--- src/rtl/udr_pkg.sv ---
// shared constants and result type for the 128-by-64 unsigned divider
package udr_pkg;

    localparam int FIELD_WIDTH        = 64;
    localparam int WORD_WIDTH_DEFAULT = 64;

    typedef struct packed {
        logic [FIELD_WIDTH-1:0] quotient;
        logic [FIELD_WIDTH-1:0] remainder;
        logic                   overflow_error;
    } result_t;

endpackage

--- src/rtl/udr_step.sv ---
// one restoring division step as a pipeline stage, one quotient bit per stage
module udr_step
    import udr_pkg::*;
#(
    parameter int W = WORD_WIDTH_DEFAULT
) (
    input  logic         clk,
    input  logic         rst_n,
    input  logic         en,
    input  logic         in_valid,
    input  logic [W-1:0] in_rem,
    input  logic [W-1:0] in_lq,
    input  logic [W-1:0] in_div,
    input  logic         in_ovf,
    output logic         out_valid,
    output logic [W-1:0] out_rem,
    output logic [W-1:0] out_lq,
    output logic [W-1:0] out_div,
    output logic         out_ovf
);

    logic         valid_reg;
    logic [W-1:0] rem_reg;
    logic [W-1:0] rem_next;
    logic [W-1:0] lq_reg;
    logic [W-1:0] lq_next;
    logic [W-1:0] div_reg;
    logic         ovf_reg;
    logic [W-1:0] shifted;
    logic [W+1:0] diff;
    logic         take;

    // lq holds the unused dividend bits on top and the quotient bits below
    always_comb
    begin
        shifted  = {in_rem[W-2:0], in_lq[W-1]};
        diff     = {1'b0, in_rem[W-1], shifted} - {2'b00, in_div};
        take     = ~diff[W+1];
        rem_next = take ? diff[W-1:0] : shifted;
        lq_next  = {in_lq[W-2:0], take};
    end

    always_ff @(posedge clk or negedge rst_n)
    begin
        if (!rst_n)
        begin
            valid_reg <= 1'b0;
        end
        else if (en)
        begin
            valid_reg <= in_valid;
        end
    end

    always_ff @(posedge clk)
    begin
        if (en)
        begin
            rem_reg <= rem_next;
            lq_reg  <= lq_next;
            div_reg <= in_div;
            ovf_reg <= in_ovf;
        end
    end

    assign out_valid = valid_reg;
    assign out_rem   = rem_reg;
    assign out_lq    = lq_reg;
    assign out_div   = div_reg;
    assign out_ovf   = ovf_reg;

endmodule

--- config.mk ---
export PLATFORM = sky130hd
export DESIGN_NAME = udr_step
export DESIGN_NICKNAME = d
export VERILOG_FILES = /design/src/rtl/udr_pkg.sv /design/src/rtl/udr_step.sv
export SDC_FILE = /design/constraint.sdc
export NUM_CORES = 1
export LEC_CHECK = 0
export BUFFER_PORTS_ARGS = -buffer_cell sky130_fd_sc_hd__buf_2
export CAP_MARGIN = 20
export CORE_MARGIN = 4
export CORE_UTILIZATION = 25
export CTS_BUF_LIST = sky130_fd_sc_hd__clkbuf_16
export DETAILED_ROUTE_END_ITERATION = 6
export HOLD_SLACK_MARGIN = 0.08
export PLACE_DENSITY_LB_ADDON = 0.15
export SLEW_MARGIN = 15
export SYNTH_ARGS = -nofsm -noshare
export SYNTH_HDL_FRONTEND = slang
export SYNTH_SLANG_ARGS = --single-unit
--- constraint.sdc ---
create_clock -name clk -period 1.35 [get_ports clk]
set_clock_uncertainty 0.1 [all_clocks]
set_input_delay 0.135 -clock clk [delete_from_list [all_inputs] [get_ports clk]]
set_output_delay 0.135 -clock clk [all_outputs]
set_load 0.005 [all_outputs]
== Word level (Yosys, flattened, before mapping) ==
Cells that the tools add are included.
Operators by class
  add/subtract/negate cells: 1
  $mul: 0
  divide/modulo/power cells: 0
  $lt $le $gt $ge: 0
  equality and inequality tests: 0
  shifts and indexed selects: 0
  multiplexer cells: 1
  bitwise logic cells: 1
  reduce and logical (&&, ||, !) cells: 0
Operators by type and width (number)
  $sub A65 B64 Y66: 1
  $mux W64: 1
  $not A1 Y1: 1
Word-level totals
  register bits after elaboration: 194
  latch bits: 0
  RAM bits: 0
  bits in read-only memories: 0
  bits of input ports: 197
  output and inout bits: 194
  word-level logic and storage cells: 8
  memories: 0

== Depth between registers and ports, before layout ==
  word-level depth: 2
  gate-level depth with buffers: 15
  mapped depth without buffers: 14

== Worst setup path before layout ==
Ideal clock, no wire load.
  kind: in2reg
  from: in in_div[4]
  to: reg rem_reg[35] (netlist: out_rem[35]), data pin
  setup time: 0.260 ns
  data arrival time: 2.638 ns
  data required time: 0.990 ns
  path slack: -1.648 ns
  stages: 12
  buffers on the path: 1
  cell sequence: inv_1 -> ha_1 -> o211ai_1 -> a21o_1 -> a21oi_1 -> a221o_2 -> a31oi_2 -> o41ai_4 -> a211oi_2 -> o31ai_4 -> buf_4 -> mux2_2
On the way
  word-level cells in the longest chain between the ends: 2
RTL lines
  start: declaration: RTL line udr_step.sv:13  | input logic [W-1:0] in_div,
  $sub A65 B64 Y66: RTL line udr_step.sv:37  | diff = {1'b0, in_rem[W-1], shifted} - {2'b00, in_div};
  $mux W64: RTL line udr_step.sv:39  | rem_next = take ? diff[W-1:0] : shifted;
  net rem_next[35]: RTL line udr_step.sv:24  | logic [W-1:0] rem_next;
  end signal: assignment: RTL line udr_step.sv:59  | rem_reg <= rem_next;
  end: declaration: RTL line udr_step.sv:23  | logic [W-1:0] rem_reg;
The timed path passes the listed nets, and every way through them passes these cells.
A chain may end at the register's enable or synchronous reset.

== Final worst setup path ==
  from: in in_rem[1]
  to: reg rem_reg[58] (netlist: out_rem[58]), data pin
On the way
  word-level cells in the longest chain between the ends: 2
RTL lines
  start: declaration: RTL line udr_step.sv:11  | input logic [W-1:0] in_rem,
  $sub A65 B64 Y66: RTL line udr_step.sv:37
  $mux W64: RTL line udr_step.sv:39
  net rem_next[58]: RTL line udr_step.sv:24
The timed path passes the listed nets, and every way through them passes these cells.

==> impl_results.md <==
* Clk pin slew, worst setup/hold paths at 0.08 ns
* Via/cell ratio at 4.47
* Max-Cap Viols at 0
* Crit end category: register
* Most common cell after layout, fill and taps aside: buf_2
* Setup-failing EPs final at 66
* Syn_area_per_cell at 11.1 µm²
* Comb pwr share at about a third
* Critical Path Fanout Max at 8
* CTS tree: done
* Worst path slowest cell: a221o_2
* Async S/R FF share, synth at less than 1%
* Via count at around 11,000
* Port buffer count at 390
* Final Instance Area at approximately 0.02 mm²
* Initial antenna violation count at 11
* Largest net degree at the start of global routing at 44
* Post-synth EDFFs at 193
* Violated checks: negative hold slack, negative setup slack
* Die Area at 0.0451 mm²
* DRC errors left at 0
* Routed Antenna Nets at 0
* Worst-Skew Late Latency at 0.49 ns
* Final hold vios at 1
* Synth unique cells at 61
* Worst hold path class: in2reg
* Switching Share at 29.6%
* Grt total ovfl at 0
* Flop pwr share at 38.9%
* Final WS setup at -1.35 ns
* Leakage at 8.86 nW
* Type of origin of the critical path: input port
* Tot Pwr at roughly 20 mW
* Status: finished, violations left
* Pwr dens at 985 mW/mm²
* Die Wd at 212 µm
* Filler cell count in the final layout at 3,832
* Ys flop type: edfxtp_1
* Crit-path max cell delay at roughly 0.45 ns
* Deepest clock path buffer count at 2
* Tot GR Track Use at between 10% and 20%
* CP cell instances: buf_8, ha_4, o211ai_1, a21o_1, a21oi_2, a221o_2, a31oi_4, o41ai_4, a211oi_2, o31ai_4, buf_12, buf_12, buf_16, a41o_1
* Clk pwr share at 27.9%
* Synth warn at 0
* DR iter-0 viols at 522
* P&R area growth vs syn at 90.1%
* Clock Tree Root: clkbuf_16
* Internal at 13.7 mW
* Cell mode on critical path: buf_12
* Net Count, Synth at 1,200
* Kind of critical path: in2reg
* WP data arrival at approximately 2.9 ns
* Most frequent cells in the layout: buf_2, buf_4, dlygate4sd3_1
* Die Height at 212 µm
* DP Area at 0.0156 mm²
* Final net count at about 2,100
* Crit path time final at 2.70 ns
* CP required at approximately 1.5 ns
* Post-Synthesis Cells at 938
* Sequential area share after synthesis at 55.8%
* Clock sinks at roughly 190
* Starting Density at 25.4%
* IO Count at 391
* Critical path's top delay family: compound AO/OA/AOI/OAI gates
* RSZ-0062 raised after global routing: true
* Least-Margin Pin Slew at 0.419 ns
* Site row count at 74
* Final core utilization at 48.3%
* Vias in the first global route at roughly 11,000
* Fmax achieved at 0.370 GHz
* Core area at 0.0410 mm²
* TritonCTS Buffers at 17
* GP Congestion at 0.842
* #FFs+latches synth at 194
* H-tree depth at 4
* Pre-antenna DRT Iters at 4
* Drt total wl at 43,400 µm
* Layout cell share with drive strength beyond 1 at 50.9%
* Min Hold Slack at -0.122 ns
* Post-route clock period utilization at 200%
* Avg WL per Cell at 18.0 µm
* Pre-CTS setup slack at -2.17 ns
* Detailed placer's ending HPWL at 31,400 µm
* Cell area after synthesis at 0.0104 mm²
* Max rail drop VDD at 0.805 mV
* Max-slew headroom at 72.1%
* First-pass GRT wire length at roughly 64,000 µm
* Final slew viol count at 0
* CP bufs+invs at 4
* NetSw at 5.77 mW
[kinds of logic (layout without fill, tap and decap cells)]
kind of cell	after synthesis	after routing	share of synthesized area (%)
AOI/OAI and AO/OA	268	268	16.1
and+or+nand+nor	226	226	9.49
other	0	3	0
buffers and inverters	113	1052	4.39
muxes	15	15	1.60
adders and majority gates	65	65	7.87
DFF	194	194	55.8
xor gates and xnor gates	57	57	4.79
[power groups by stage]
stage               logic [mW]  registers (mW)  clock network, mW
global route              7.04            7.65               5.90
CTS                       6.22            7.61               5.70
floorplan                 2.12            7.79                  0
global placement          5.00            7.73                  0
finish                    6.48            7.59               5.44
detailed placement        5.01            7.74                  0
[cell type report]
type	instances	area [µm²]	share of cell area [%]
timing repair buffer	934	7160	36.1
inverter	86	353	1.78
sequential	194	5820	29.4
tap	532	666	3.36
multi-input combinational	631	5200	26.3
clock buffer	17	425	2.15
antenna	3	7.51	0.0379
clock inverter	15	191	0.966
[cell usage after synthesis (all sizes together) (5+ instances only)]
library cell  count  area (µm²)
nor2             96         360
inv              86         323
a21oi           133         666
o21ai            31         155
clkbuf           12        46.3
o21a              7        52.6
and3              6        37.5
a31oi            11        75.1
nand2            71         267
xor2             26         228
mux2             13         146
nor2b             5        31.3
a211oi            9        72.6
a21o             26         195
xnor2            31         272
o21bai           13        97.6
ha               64         801
edfxtp          193        5800
o211ai            7        57.6
nand3            12        60.1
nand4            12        75.1
buf              15        88.8
[routing by layer]
| metal | routed length, µm | part of all wire, % | global-route usage [%] | up-vias |
|---|---|---|---|---|
| li1 | - | - | - | 5298 |
| met1 | 17700 | 41 | 21.8 | 5141 |
| met2 | 22100 | 51 | 33.8 | 282 |
| met3 | 2880 | 6.6 | 5.81 | 40 |
| met4 | 539 | 1.2 | 4.69 | 14 |
| met5 | 102 | 0.24 | 0 | - |
[state kept, by name, summed over array words and instances, names as in the netlist]
register,count
out_div,64
out_valid,1
out_rem,64
out_ovf,1
out_lq,64
[through the flow]
stage               setup TNS [ns]  std cells
detailed placement         -121.17       2140
global placement           -117.42       2140
CTS                         -78.37       2402
floorplan                   -92.14        938
global route                -84.35       2410
finish                      -81.60       2412
[what timing repair did]
item                       4_1_cts  5_1_grt
buffers inserted                21        9
setup endpoints to repair       77       74
hold endpoints to repair       292        2
resized for setup              135      137
gates cloned                    14        0
pin swaps                       22       42
hold buffers                   196        1
[worst paths after layout]
kind,start,to,cells after the start,slack [ns]
worst max-delay path,in_rem[1],out_rem[58]$_DFFE_PP_,14,-1.35
worst min-delay path,in_lq[63],out_rem[0]$_DFFE_PP_,3,-0.12
worst max register to register,out_valid$_DFFE_PN0P_,out_valid$_DFFE_PN0P_,1,0.51
worst min register to register,out_valid$_DFFE_PN0P_,out_valid$_DFFE_PN0P_,1,0.41
max in group asynchronous,rst_n,out_valid$_DFFE_PN0P_,3,0.68
min in group asynchronous,rst_n,out_valid$_DFFE_PN0P_,3,0.37
No activity file was read; power rests on OpenSTA's default activity.
