[config.mk]
export PLATFORM = sky130hd
export DESIGN_NAME = udr_skid_flat
export DESIGN_NICKNAME = d
export VERILOG_FILES = /design/src/rtl/udr_pkg.sv /design/src/rtl/udr_if.sv /design/src/rtl/udr_skid.sv /design/src/flat_wrapper.sv
export SDC_FILE = /design/constraint.sdc
export NUM_CORES = 1
export LEC_CHECK = 0
export ABC_CLOCK_PERIOD_IN_PS = 20300
export CORE_UTILIZATION = 60
export CTS_BUF_LIST = sky130_fd_sc_hd__clkbuf_4
export DETAILED_ROUTE_END_ITERATION = 7
export DONT_BUFFER_PORTS = 1
export GPL_ROUTABILITY_DRIVEN = 0
export HOLD_SLACK_MARGIN = 0.12
export PLACE_DENSITY = 0.81
export SLEW_MARGIN = 20
export SYNTH_ARGS = -nofsm -noshare
export SYNTH_HDL_FRONTEND = slang
export SYNTH_SLANG_ARGS = --single-unit
[constraint.sdc]
create_clock -name clk -period 20.3 [get_ports clk]
set_clock_uncertainty 0.2 [all_clocks]
set_input_delay 1.015 -clock clk [delete_from_list [all_inputs] [get_ports clk]]
set_output_delay 1.015 -clock clk [all_outputs]
set_load 0.03 [all_outputs]
[src/rtl/udr_pkg.sv]
// shared constants and result type for the 128-by-64 unsigned divider
package udr_pkg;

    localparam int FIELD_WIDTH        = 64;
    localparam int WORD_WIDTH_DEFAULT = 64;

    typedef struct packed {
        logic [FIELD_WIDTH-1:0] quotient;
        logic [FIELD_WIDTH-1:0] remainder;
        logic                   overflow_error;
    } result_t;

endpackage

[src/rtl/udr_if.sv]


interface udr_out_if
    import udr_pkg::*;
();
    logic                   valid;
    logic                   ready;
    logic [FIELD_WIDTH-1:0] quotient;
    logic [FIELD_WIDTH-1:0] remainder;
    logic                   overflow_error;

    modport source (output valid, output quotient, output remainder,
                    output overflow_error, input ready);
    modport sink   (input valid, input quotient, input remainder,
                    input overflow_error, output ready);
endinterface

[src/rtl/udr_skid.sv]
// output register with a skid entry that takes one more result under a stall before the pipeline holds
module udr_skid
    import udr_pkg::*;
(
    input  logic           clk,
    input  logic           rst_n,
    input  logic           up_valid,
    input  result_t        up_data,
    output logic           up_ready,
    udr_out_if.source      dout
);

    logic    out_valid_reg;
    result_t out_data_reg;
    logic    skid_valid_reg;
    result_t skid_data_reg;
    logic    drain;

    assign up_ready = ~skid_valid_reg;
    assign drain    = dout.ready | ~out_valid_reg;

    always_ff @(posedge clk or negedge rst_n)
    begin
        if (!rst_n)
        begin
            out_valid_reg  <= 1'b0;
            skid_valid_reg <= 1'b0;
        end
        else if (drain)
        begin
            if (skid_valid_reg)
            begin
                out_valid_reg  <= 1'b1;
                skid_valid_reg <= 1'b0;
            end
            else
            begin
                out_valid_reg <= up_valid;
            end
        end
        else if (up_valid && up_ready)
        begin
            skid_valid_reg <= 1'b1;
        end
    end

    always_ff @(posedge clk)
    begin
        if (drain)
        begin
            out_data_reg <= skid_valid_reg ? skid_data_reg : up_data;
        end
        else if (up_valid && up_ready)
        begin
            skid_data_reg <= up_data;
        end
    end

    assign dout.valid          = out_valid_reg;
    assign dout.quotient       = out_data_reg.quotient;
    assign dout.remainder      = out_data_reg.remainder;
    assign dout.overflow_error = out_data_reg.overflow_error;

endmodule

[src/flat_wrapper.sv]
// flat-port wrapper written by rule: the top's interface ports become plain ports
module udr_skid_flat import udr_pkg::*;
  (clk, rst_n, up_valid, up_data, up_ready, dout_valid, dout_quotient, dout_remainder, dout_overflow_error, dout_ready);
  udr_out_if dout_i ();
  input  logic clk;
  input  logic rst_n;
  input  logic up_valid;
  input  result_t up_data;
  output logic up_ready;
  output wire logic [$bits(dout_i.valid)-1:0] dout_valid;
  output wire logic [$bits(dout_i.quotient)-1:0] dout_quotient;
  output wire logic [$bits(dout_i.remainder)-1:0] dout_remainder;
  output wire logic [$bits(dout_i.overflow_error)-1:0] dout_overflow_error;
  input wire logic [$bits(dout_i.ready)-1:0] dout_ready;
  assign dout_valid = dout_i.valid;
  assign dout_quotient = dout_i.quotient;
  assign dout_remainder = dout_i.remainder;
  assign dout_overflow_error = dout_i.overflow_error;
  assign dout_i.ready = dout_ready;
  udr_skid u_core (.clk(clk), .rst_n(rst_n), .up_valid(up_valid), .up_data(up_data), .up_ready(up_ready), .dout(dout_i));
endmodule
Yosys cells after proc, flatten, opt, wreduce, memory -nomap -nowiden
Index checks and enable logic that the tools add are counted.

cells by class
  mux-type cells = 4
  reductions and logical operators = 3
  bitwise logic cells = 4

operators with widths
  operator             count
  129-bit 2-to-1 mux   1
  1-bit 2-to-1 mux     3
  1-bit inverter       3
  2-bit AND reduction  1
  2-bit nonzero test   1
  1-bit logical AND    1
  1-bit bitwise OR     1

storage, ports and cells
  word-level logic and storage cells = 19
  register bits after elaboration = 260

Logic depth before layout (Yosys ltp)
  depth after elaboration = 4
  gate-level depth with buffers = 5
  gate-level depth less buffers = 2

Worst setup path after synthesis
No wires, ideal clock.

  kind = input port to flip-flop
  start = in dout_ready
  end = reg u_core.skid_data_reg[0] (netlist name), enable pin
  setup slack = 5401 ps
  library setup time = 801 ps
  stages on the path = 2
  required time = 19299 ps
  data arrival time = 13898 ps
  path buffers = 0
  cells stage by stage = nand2b_1 -> nor3b_1

between the ends
  longest elaborated chain between the ends = 3

ends and longest elaborated chain
  element                               RTL line            source
  start, declared                       flat_wrapper.sv:14  input wire logic [$bits(dout_i.ready)-1:0] dout_ready;
  1-bit bitwise OR                      udr_skid.sv:20      assign drain = dout.ready | ~out_valid_reg;
  1-bit inverter (no source line)       --
  2-bit AND reduction (no source line)  --
  end signal, assigned                  udr_skid.sv:55      skid_data_reg <= up_data;
  end, declared                         udr_skid.sv:16      result_t skid_data_reg;

Every way passes these cells.
A chain may end at the register's enable or synchronous reset.

Final worst setup path
  start = reg u_core.skid_valid_reg
  end = out up_ready

between the ends
  longest elaborated chain between the ends = 1

ends and longest elaborated chain
  element                 RTL line           source
  start, declared         udr_skid.sv:15     logic skid_valid_reg;
  start signal, assigned  udr_skid.sv:27     skid_valid_reg <= 1'b0;
  start signal, assigned  udr_skid.sv:34     skid_valid_reg <= 1'b0;
  start signal, assigned  udr_skid.sv:43     skid_valid_reg <= 1'b1;
  1-bit inverter          udr_skid.sv:19     assign up_ready = ~skid_valid_reg;
  end, declared           flat_wrapper.sv:9  output logic up_ready;

Every way passes these cells.

==> impl_results.md <==
* # clock sinks at 260
* WP data arrival at 2.45 ns
* Top achievable clock speed at 0.273 GHz
* DP HPWL at 10.6 mm
* CTS tree: built
* Core ar. at 0.0158 mm^2
* Final setup viols at 0
* Reg2reg path depth at 3
* Ranking of synthesized cells by area: edfxtp_1 80%, mux2_4 12%, mux2_2 6.0%
* Hold slack at 0.299 ns
* Die width at 129 um
* Mux cell area share after synthesis at 0.179
* Adder-cell share of the synthesized area at 0
* Via density at 5.55
* Syn Inst Count at 410
* Cell count of the worst hold path at 0
* Worst slew pin tran at 0.950 ns
* Post-route cell area at 0.0107 mm^2
* Yosys reg bits at 260
* Max VDD drop at 0.0648 mV
* Post-Syn Area at 0.00971 mm^2
* Largest area contributor in the netlist: edfxtp_1
* Leak Pwr at 3.79 nW
* Post-Syn Area per Cell at 23.7 um^2
* Setup bufs post-CTS at 0
* Die ar. at 0.0167 mm^2
* Area delta synth->final at 10.2%
* Cell breakdown of the critical path: buf_4 > inv_1
* Worst slew margin at 0.366
* Outcome: finished, final reports clean
* Tcrit/Tclk final at 0.180
* Cts hold-fix bufs at 1
* Root Driver: clkbuf_4
* CTS Buffer Depth at 3
* Multi-input gate area at 0.00178 mm^2
* DRT antenna net count at 0
* CP startpoint kind: flop
* Sequential cell area at 0.00780 mm^2
* GRT Total Usage at 0.197
* Vias at 4030
* Worst path max stage delay at 0.79 ns
* WL per Instance at 22.6 um
* Post-layout minimum cycle time at 3.66 ns
* Critical path required time at 19.09 ns
* Crit. End Element: output pin
* IO Pins at 264
* Unique masters post-synth at 11
* Std-Cell Rows at 46
* Post-synth top area share at 0.798
* Pre-antenna DRT Iters at 4
* Initial Util at 0.613
* First-pass GRT wire length at 23.9 mm
* Area after DPL at 0.00989 mm^2
* Post-cts sizing count at 0
* Complex-gate fraction of the synthesized area at 0
* Cts bufs inserted at 66
* Die H at 129 um
* Cell family with most CP delay: buffers and inverters
* Largest net degree at the start of global routing at 91
* WL final at 16.4 mm
* Ys Warns at 0
* Count of final max-slew check failures at 0
* Worst hold path startpoint: up_data[82]
* Seq/Total Area, Yosys at 0.803
* RSZ-0062 raised after global routing: no
* Synth Area in Simple Gates at 0.00258
* Setup TNS at 0 ns
* H-tree levels at 3
* Share of cells above drive strength 1 at 0.462
* Later-pin clock latency in the skew report at 0.60 ns
* Max FO, Critical Path at 59
* Max-cap violations at 0
* Clock slew at reported path FFs at 0.07 ns
* Number of global-route vias before repair at 4288
* Hold Fails Final Rpt at 0
* Drt initial violations at 232
* DRC viols at 0
* Pwr dens at 110 mW/mm^2
* Largest family of logic cells by synthesized area: multiplexers
* Xor/xnor share of the synthesized area at 0
* R2R Path End: u_core.skid_data_reg[109]$_DFFE_PP_
* Min-Delay Endpoint: u_core.skid_data_reg[82]$_DFFE_PP_
* Final #Nets at 602
* Number of port buffers at 0
* FF-to-FF Start: u_core.dout.valid$_DFFE_PN0P_
* Total gr overflow at 0
* Antenna violations before repair at 1
* FILL cells at 1004
* CP bufs+invs at 2
* Total power at 1.18 mW
* Worst Path Class, Setup: flop to output pin
* Max reg flops at 129
* Net count after synthesis at 543
* HP Class: input pin to flop
* Slowest cell on the critical path: buf_4
* Worst R2R Setup Slack at 17.44 ns
==> report_power, final <==
group          internal [mW]  total, mW  switching (mW)  leakage (nW)
Combinational         0.0318     0.0594          0.0276         0.817
Clock                  0.223      0.412           0.189         0.474
Sequential             0.639      0.706          0.0662          2.50
==> per-layer routing <==
layer  up-vias  part of all wire  global-route usage
met5         -                 0                   0
met3        42              0.11              0.0917
met1      1964              0.35               0.214
li1       1799                 -                   -
met2       225              0.50               0.311
met4         0             0.041               0.127
==> worst reg2reg max path, cell delays in order, from the launching register on <==
cell,delay [ns]
dfrtp_1,0.57
nand2b_4,0.55
nor3b_2,0.41
buf_6,0.65
==> cells by family after synthesis <==
group / Yosys count
DFF: 260
buffers and inverters: 16
and+or+nand+nor: 5
muxes: 129
==> stage by stage <==
stage                util  std cells  worst slack (ns)
finish              0.675        726             16.64
global route        0.675        726             16.48
CTS                 0.675        725             16.53
detailed placement  0.625        616             16.77
global placement    0.625        616             16.81
floorplan               -        410              5.40
==> synthesized netlist by cell type <==
cell / count
edfxtp_1: 258
mux2_4: 77
mux2_2: 52
buf_6: 10
buf_2: 5
dfrtp_1: 2
nor2_1: 2
inv_1: 1
nand2_1: 1
nand2b_1: 1
nor3b_1: 1
==> area by class of cell <==
class	instances	share of cell area
multi-input combinational	134	0.166
antenna	1	0.000234
clock buffer	93	0.0653
sequential	260	0.730
tap	216	0.0253
inverter	1	0.000351
timing repair buffer	6	0.00480
clock inverter	15	0.00796
==> worst max-delay path by stage <==
| stage | startpoint | endpoint | slack, ns | depth (start not counted) |
|---|---|---|---|---|
| 2_1_floorplan | dout_ready | u_core.skid_data_reg[0]$_DFFE_PP_ | 5.40 | 2 |
| 3_3_place_gp | dout_ready | u_core.skid_data_reg[110]$_DFFE_PP_ | 16.81 | 3 |
| 3_5_place_dp | dout_ready | u_core.skid_data_reg[111]$_DFFE_PP_ | 16.77 | 3 |
| 4_1_cts | u_core.skid_valid_reg$_DFFE_PN0P_ | up_ready | 16.53 | 2 |
| 5_1_grt | u_core.skid_valid_reg$_DFFE_PN0P_ | up_ready | 16.48 | 2 |
| 6_report | u_core.skid_valid_reg$_DFFE_PN0P_ | up_ready | 16.64 | 2 |
==> layout by cell type (no fill, tap or decap) <==
| cell | count |
|---|---|
| inv_2 | 2 |
| edfxtp_1 | 258 |
| dfrtp_4 | 1 |
| nand2b_4 | 1 |
| clkbuf_4 | 93 |
| inv_1 | 1 |
| nor3b_2 | 1 |
| diode_2 | 1 |
| nor2_1 | 2 |
| buf_4 | 4 |
| bufinv_16 | 1 |
| clkinv_1 | 10 |
| buf_6 | 1 |
| nand2_1 | 1 |
| dlygate4sd3_1 | 1 |
| dfrtp_1 | 1 |
| mux2_2 | 52 |
| clkinv_2 | 2 |
| mux2_4 | 77 |
(Power assumes the default switching activity.)
